$ cat config.mk
export PLATFORM = sky130hd
export DESIGN_NAME = afc_out_skid
export DESIGN_NICKNAME = d
export VERILOG_FILES = /design/src/design/afc_out_skid.sv
export SDC_FILE = /design/constraint.sdc
export NUM_CORES = 1
export LEC_CHECK = 0
export ABC_AREA = 1
export ABC_CLOCK_PERIOD_IN_PS = 2900
export BUFFER_PORTS_ARGS = -buffer_cell sky130_fd_sc_hd__buf_2
export CAP_MARGIN = 30
export CORE_AREA = 3 3 40 42
export CTS_CLUSTER_SIZE = 16
export DETAILED_ROUTE_END_ITERATION = 12
export DIE_AREA = 0 0 43 45
export HOLD_SLACK_MARGIN = 0.02
export PLACE_DENSITY_LB_ADDON = 0.2
export SETUP_SLACK_MARGIN = 0.1
export SLEW_MARGIN = 0
export SYNTH_ARGS = -nofsm -noshare
export SYNTH_HDL_FRONTEND = slang
export SYNTH_SLANG_ARGS = --single-unit
$ cat constraint.sdc
create_clock -name aclk -period 2.9 [get_ports aclk]
set_input_delay 0.435 -clock aclk [delete_from_list [all_inputs] [get_ports aclk]]
set_output_delay 0.435 -clock aclk [all_outputs]
set_load 0.005 [all_outputs]
$ cat src/design/afc_out_skid.sv
module afc_out_skid (
    input  logic aclk,
    input  logic aresetn,
    input  logic in_valid,
    input  logic in_visible,
    output logic in_ready,
    output logic out_valid,
    output logic out_visible,
    input  logic out_ready
);

    logic out_valid_reg, out_valid_next;
    logic out_data_reg, out_data_next;
    logic skid_valid_reg, skid_valid_next;
    logic skid_data_reg, skid_data_next;
    logic take;

    assign take = out_valid_reg && out_ready;

    // A result goes to the output register when it is free or being taken,
    // and to the skid register otherwise; the chain halts while that is full.
    always_comb begin
        out_valid_next  = out_valid_reg;
        out_data_next   = out_data_reg;
        skid_valid_next = skid_valid_reg;
        skid_data_next  = skid_data_reg;
        if (skid_valid_reg) begin
            if (take) begin
                out_data_next   = skid_data_reg;
                skid_valid_next = 1'b0;
            end
        end else if (in_valid) begin
            if (!out_valid_reg || take) begin
                out_valid_next = 1'b1;
                out_data_next  = in_visible;
            end else begin
                skid_valid_next = 1'b1;
                skid_data_next  = in_visible;
            end
        end else if (take) begin
            out_valid_next = 1'b0;
        end
    end

    always_ff @(posedge aclk) begin
        if (!aresetn) begin
            out_valid_reg  <= 1'b0;
            skid_valid_reg <= 1'b0;
        end else begin
            out_valid_reg  <= out_valid_next;
            skid_valid_reg <= skid_valid_next;
        end
    end

    always_ff @(posedge aclk) begin
        out_data_reg  <= out_data_next;
        skid_data_reg <= skid_data_next;
    end

    assign in_ready    = !skid_valid_reg;
    assign out_valid   = out_valid_reg;
    assign out_visible = out_data_reg;

endmodule

Word level (Yosys, flattened, before mapping)
Index checks and enable logic that the tools add are counted.
{"block": "totals", "register_bits": 4, "inputBits": 5, "output_inout_bits": 3, "word_cells": 29}
{"block": "op_classes", "n_eq_ne": 2, "muxes": 11, "bitwise_logic": 2, "n_reduce_logical": 10}
{"operator": "two-way mux 1 bit", "n": 11}
{"operator": "AND reduction 3 bit", "n": 3}
{"operator": "nonzero test 2 bit", "n": 3}
{"operator": "inequality test 2 x 1 -> 1 bit (second input constant)", "n": 2}
{"operator": "logical NOT 1 bit", "n": 2}
{"operator": "inverter 1 bit", "n": 2}
{"operator": "logical AND 1 bit", "n": 1}
{"operator": "logical OR 1 bit", "n": 1}

Logic depth before layout (Yosys ltp)
Gate-level depths: netlist of the first run.
{"block": "logic_depth", "word_depth": 5, "ltp_mapped": 4, "mapped_depth_nobuf": 4}

Worst setup path before layout of the first run
Ideal clock, no wire load.
{"block": "synth_path", "path_kind": "input to register", "startpoint": "input in_valid", "endpoint": "register skid_data_reg, enable pin", "setup_ns": 0.312, "arrival_ns": 0.651, "t_required_ns": 2.588, "setup_slack_ns": 1.937, "stages": 2, "path_buffers": 0, "cell_sequence": "inv_1 -> nor3_1"}
{"block": "synth_between", "elab_chain_len": 1}
{"element": "from (decl)", "line_no": "4", "source": "input logic in_valid,"}
{"element": "AND reduction 3 bit (no source line)"}
{"element": "to (signal assigned)", "line_no": "57", "source": "skid_data_reg <= skid_data_next;"}
{"element": "to (decl)", "line_no": "15", "source": "logic skid_data_reg, skid_data_next;"}
No other way between the ends.
A chain may end at the register's enable or synchronous reset.

Worst setup path in the final report of the first run
{"block": "layout_path", "startpoint": "register skid_valid_reg", "endpoint": "output in_ready"}
{"block": "layout_between", "elab_chain_len": 1}
{"element": "from (decl)", "line_no": "14", "source": "logic skid_valid_reg, skid_valid_next;"}
{"element": "from (signal assigned)", "line_no": "51", "source": "skid_valid_reg <= skid_valid_next;"}
{"element": "logical NOT 1 bit", "line_no": "60", "source": "assign in_ready = !skid_valid_reg;"}
{"element": "to (decl)", "line_no": "6", "source": "output logic in_ready,"}
No other way between the ends.

==> impl_metrics.tcl, run 1 <==
set metrics [dict create \
    ctsResizeCount 0 \
    grt_first_pass_wirelength_um 710 \
    crit_slowest_cell "dfxtp_1" \
    wl_um 373 \
    port_buffers 7 \
    via_count 184 \
    die_w_um 43 \
    grt_max_degree 6 \
    clkSinkCount 4 \
    drc 0 \
    final_max_slew_viol_count 0 \
    antenna_cells 0 \
    ys_top_cells_by_area "edfxtp_1 32%, dfxtp_1 21%, nand2_1 18%" \
    post-dp-hpwl_um 299.5 \
    synth_top_area_cell "edfxtp_1" \
    synth_top_cells_by_count "9 x nand2_1, 5 x nor2_1, 4 x inv_1" \
    period_share_pct 43.70 \
    p_leak_nw 0.1376 \
    viasPerCell 3.538 \
    clock.fmax_mhz 789.1 \
    die_area_sq_um 1935 \
    drtIter0Drc 0 \
    path_clk_slew_ps 40 \
    setup_violations 0 \
    num-nets-final 43 \
    cp-end-kind "primary output" \
    grt_pass1_vias 176 \
    area_growth_syn_to_layout_pct 42.67 \
    drv_cap 0 \
    timing.hold.ws_ps 399.4 \
    num_rows 13 \
    worst-setup-path-type "reg -> out" \
    cp.required_ps 2470 \
    syn_area_sq_um 187.7 \
    finClkSkew_ps 9.752 \
    gp_congestion 0.6298 \
    yosys_register_bits 4 \
    drive_above_1_share_pct 32.43 \
    relSlewSlack_pct 87.10 \
    cp_top_family "flip-flops" \
    die_y_um 45 \
    multi_input_area_sq_um 68.82 \
    cts-buffers-inserted 3 \
    core_sq_um 1285 \
    syn_avg_cell_area_sq_um 7.218 \
    synth_cells 26 \
    period_needed_ps 1267 \
    cts_buffer_depth 2 \
    fill_cells 153 \
    cts_hold_buffers 0 \
    async_flop_share_pct 0 \
    p_per_area_nw_per_um2 594.9 \
    cts_setup_buffers 0 \
    yosysMostFrequentCell "nand2_1" \
    cts_tree "done" \
    rsz0062_at_grt "false" \
    final.setup.tns_ps 0 \
    ant_nets 0 \
    hold_viol 0 \
    ys_seq_area_share_pct 53.33 \
    synth_nets 31 \
    clockRootBuffer "clkbuf_4" \
    grt-ovfl-total 0 \
    dr.pass1.iters 1 \
    worst-path-buf-inv 2 \
    synth_edf_count 2 \
    crit_chain "inv_2, buf_2" \
    placed_cells 48 \
    final-seq-area_sq_um 100.1 \
    start_util_pct 14.61 \
    netlist.area_leader.share_pct 32.00 \
    grt_util_all_layers_pct 5.505 \
    boundaryPins 8 \
    yosysUniqueCellTypes 9 \
    wl_per_cell_um 7.173 \
    path_max_fanout 5 \
    irDropWorstVdd_uv 340.7 \
    tightest_slew_ps 193.3 \
    synth_warnings 0 \
    slowest_delay_ps 410 \
    antenna_found_initial 0 \
    hp-class "in -> reg" \
    start_kind "register" \
    clk_latency_ps 240 \
    outcome "completed" \
    ys.flop_type "edfxtp_1" \
    layout.cells.non_filler 52 \
    worstPathArrival_ps 830 \
    htreeDepth 1 \
]
[routing by layer]
metal  part of all wire, %  routed length [um]  vias up  global-route usage (%)
met3                    20                  73        0                   6.375
met2                    28                 106       11                   6.287
li1                      -                   -      101                       -
met1                    52                 193       72                   6.295
met4                     0                   0        0                   1.807
met5                     0                   0        -                       0
[cells by family after synthesis]
kind of cell    synth area share (%)
compound gates                 2.664
simple gates                   34.00
flops                          53.34
buf+inv                        9.996
[worst register-to-register path, stage by stage (launching register included)]
cell and delay, ps:
dfxtp_1 410, inv_2 70, nand2_2 90, inv_1 40
nor2_1 110
[placed cells by master (no fill, tap or decap)]
cell,n
clkbuf_1,1
nand2_2,1
nor3_1,1
buf_2,7
edfxtp_1,2
dfxtp_1,2
clkbuf_4,3
inv_2,1
o21ai_0,1
nor2_1,5
nand2_1,9
inv_1,4
[final cells by class]
cell class / instances / share of cell area [%]
inverter: 5 / 7.009
clock buffer: 4 / 9.813
multi-input combinational: 17 / 25.70
timing repair buffer: 7 / 13.08
tap: 15 / 7.009
sequential: 4 / 37.38
[metrics by stage]
stage,worst slack (ps),power (mW),area (sq um),util (%)
after floorplan,1937,0.07687,187.7,-
after global placement,1789,0.08584,241.5,18.79
after detailed placement,1781,0.08519,241.5,18.79
after CTS,1625,0.1632,267.8,20.84
after global routing,1542,0.1724,267.8,20.84
final,1633,0.1593,267.8,20.84
[final timing paths]
kind,startpoint,endpoint,slack [ps],cells past startpoint
worst max-delay path,skid_valid_reg$_SDFF_PN0_,in_ready,1630,2
worst min-delay path,in_visible,skid_data_reg$_DFFE_PP_,400,1
worst max register to register,skid_valid_reg$_SDFF_PN0_,out_visible$_DFFE_PP_,1900,4
worst min register to register,skid_data_reg$_DFFE_PP_,out_visible$_DFFE_PP_,520,2
[where the power goes]
part | total [mW] | switching [mW] | internal (mW) | leakage, nW
logic | 0.0177 | 0.00975 | 0.00800 | 0.0873
registers | 0.0663 | 0.00259 | 0.0638 | 0.0353
clock network | 0.0752 | 0.0235 | 0.0517 | 0.0150
total | 0.159 | 0.0359 | 0.123 | 0.138
Note: power is estimated with default switching activity, not from simulation.
==> run 2, diff against run 1 <==
- ABC_AREA: 1 -> 0
- ABC_CLOCK_PERIOD_IN_PS: 2900 -> 1300
- clock period: 2.9 -> 1.3 ns (I/O delays scaled with it)
==> impl_metrics.tcl, run 2 <==
set metrics [dict create \
    stdcell_area_sq_um 261.5 \
    yosysMostFrequentCell "inv_1" \
    ant_nets 0 \
    hp-start "in_visible" \
    num-nets-final 34 \
    final-seq-area_sq_um 100.1 \
    r2r_end "out_visible$_DFFE_PP_" \
    die_y_um 45 \
    synth_warnings 0 \
    fill_cells 150 \
    period_share_pct 80.85 \
    hp-class "in -> reg" \
    cts_hold_buffers 0 \
    ys_top_cells_by_area "edfxtp_1 33%, dfxtp_1 22%, inv_1 6.2%" \
    cts_tree "done" \
    layout_common_cells "7 x buf_2, 3 x inv_1, 3 x clkbuf_4" \
    multi_input_area_sq_um 70.07 \
    die_w_um 43 \
    grt-ovfl-total 0 \
    ys_seq_area_share_pct 55.17 \
    synth_top_area_cell "edfxtp_1" \
    p_per_area_nw_per_um2 1363 \
    synth_nets 22 \
    path_max_fanout 6 \
    drtIter0Drc 6 \
    async_flop_share_pct 0 \
    dr.pass1.iters 4 \
    switchingPower_uw 78.60 \
    antenna_found_initial 0 \
    die_area_sq_um 1935 \
    grt_max_degree 8 \
    cts-buffers-inserted 3 \
    boundaryPins 8 \
    drc 0 \
    rsz0062_at_grt "false" \
    p_sw_share_pct 22.05 \
    worstPathArrival_ps 860 \
    post-dp-hpwl_um 307.9 \
    ys.flop_type "edfxtp_1" \
    clockRootBuffer "clkbuf_4" \
    yosys_register_bits 4 \
    port_buffers 7 \
    hold_end "skid_data_reg$_DFFE_PP_" \
    irDropWorstVdd_uv 425.9 \
    cts_setup_buffers 0 \
    mostFrequentLayoutCell "buf_2" \
    yosysUniqueCellTypes 12 \
    final.setup.tns_ps 0 \
    final_max_slew_viol_count 0 \
    core_sq_um 1285 \
    setup_violations 0 \
    clk_latency_ps 240 \
    wl_um 386 \
    placed_cell_area_sq_um 235.2 \
    gp_congestion 0.7067 \
    grt_util_all_layers_pct 5.254 \
    r2r_slack_ps 290 \
    drive_above_1_share_pct 39.29 \
    start_kind "register" \
    grt_first_pass_wirelength_um 669 \
    outcome "completed" \
    relSlewSlack_pct 85.37 \
    drv_cap 0 \
    period_needed_ps 1051 \
    cts_buffer_depth 2 \
    r2r-start "skid_valid_reg$_SDFF_PN0_" \
    cp.required_ps 1110 \
    synth_cells 17 \
    seqPwrFrac_pct 42.5 \
    wl_per_cell_um 8.977 \
    htreeDepth 1 \
    antenna_cells 0 \
    ctsResizeCount 0 \
    syn_avg_cell_area_sq_um 10.67 \
    p_leak_nw 0.1096 \
    clock.fmax_mhz 951.5 \
    area_growth_syn_to_layout_pct 44.14 \
    hold_viol 0 \
    combPwrFrac_pct 9.9 \
    hold_path_depth 1 \
    worst-setup-path-type "reg -> out" \
    netlist.area_leader.share_pct 33.10 \
    start_util_pct 14.12 \
    clock_power_share_pct 47.6 \
    tightest_slew_ps 219.1 \
    internal_power_uw 277.8 \
    cp-end-kind "primary output" \
    finalPower_uw 356.4 \
    num_rows 13 \
    clkSinkCount 4 \
    synth_top_cells_by_count "3 x inv_1, 2 x a21oi_1, 2 x dfxtp_1, 2 x edfxtp_1" \
    path_clk_slew_ps 40 \
    finClkSkew_ps 8.616 \
    syn_area_sq_um 181.4 \
    grt_pass1_vias 165 \
    synth_edf_count 2 \
    viasPerCell 3.884 \
    rr_worst_depth 1 \
    via_count 167 \
]
==> run 2: final cells by class <==
| cell class | instances | area share (%) |
|---|---|---|
| well taps | 15 | 7.177 |
| clock buffers | 4 | 10.05 |
| inverters | 3 | 4.306 |
| repair buffers | 7 | 13.40 |
| multi-input cells | 10 | 26.79 |
| flip-flops and latches | 4 | 38.28 |
==> run 2: power by group through the flow <==
stage	clock (mW)	sequential, mW	combinational (mW)
6_report	0.170	0.152	0.0352
5_1_grt	0.185	0.153	0.0417
4_1_cts	0.177	0.151	0.0359
3_5_place_dp	0	0.153	0.0358
3_3_place_gp	0	0.153	0.0357
2_1_floorplan	0	0.153	0.0169
==> run 2: per-layer routing <==
| metal | GRT usage [%] | vias to the layer above | wire length [um] | share of wire (%) |
|---|---|---|---|---|
| li1 | - | 82 | - | - |
| met1 | 5.569 | 69 | 169 | 44 |
| met2 | 5.988 | 16 | 134 | 35 |
| met3 | 5.578 | 0 | 81 | 21 |
| met4 | 3.614 | 0 | 0 | 0 |
| met5 | 0 | - | 0 | 0 |
==> run 2: logic make-up after synthesis <==
family | count (synthesis) | share of synthesized area [%]
DFF | 4 | 55.17
AOI/OAI and AO/OA | 4 | 12.41
buffers and inverters | 3 | 6.206
muxes | 2 | 11.72
and+or+nand+nor | 4 | 14.49
==> run 2: critical path: stages (launching register included) <==
cell and delay, ps:
dfxtp_1 420, inv_1 80, buf_2 130
==> run 2: metrics by stage <==
| step | worst slack, ps | utilization [%] | instances | hold WS, ps |
|---|---|---|---|---|
| detailed placement | 278.6 | 18.31 | 39 | 390.4 |
| global route | 154.9 | 20.35 | 43 | 138.3 |
| floorplan | 321.5 | - | 17 | 292.2 |
| finish | 249.0 | 20.35 | 43 | 144.4 |
| CTS | 231.3 | 20.35 | 43 | 138.7 |
| global placement | 296.1 | 18.31 | 39 | 391.2 |
==> run 2: how the worst max path moves through the flow <==
stage / from / to / slack, ps / cells after the start
finish: skid_valid_reg$_SDFF_PN0_ / in_ready / 250 / 2
global route: skid_valid_reg$_SDFF_PN0_ / in_ready / 150 / 2
CTS: skid_valid_reg$_SDFF_PN0_ / in_ready / 230 / 2
detailed placement: skid_valid_reg$_SDFF_PN0_ / out_visible$_DFFE_PP_ / 280 / 1
global placement: skid_valid_reg$_SDFF_PN0_ / out_visible$_DFFE_PP_ / 300 / 1
floorplan: skid_valid_reg$_SDFF_PN0_ / out_visible$_DFFE_PP_ / 320 / 1
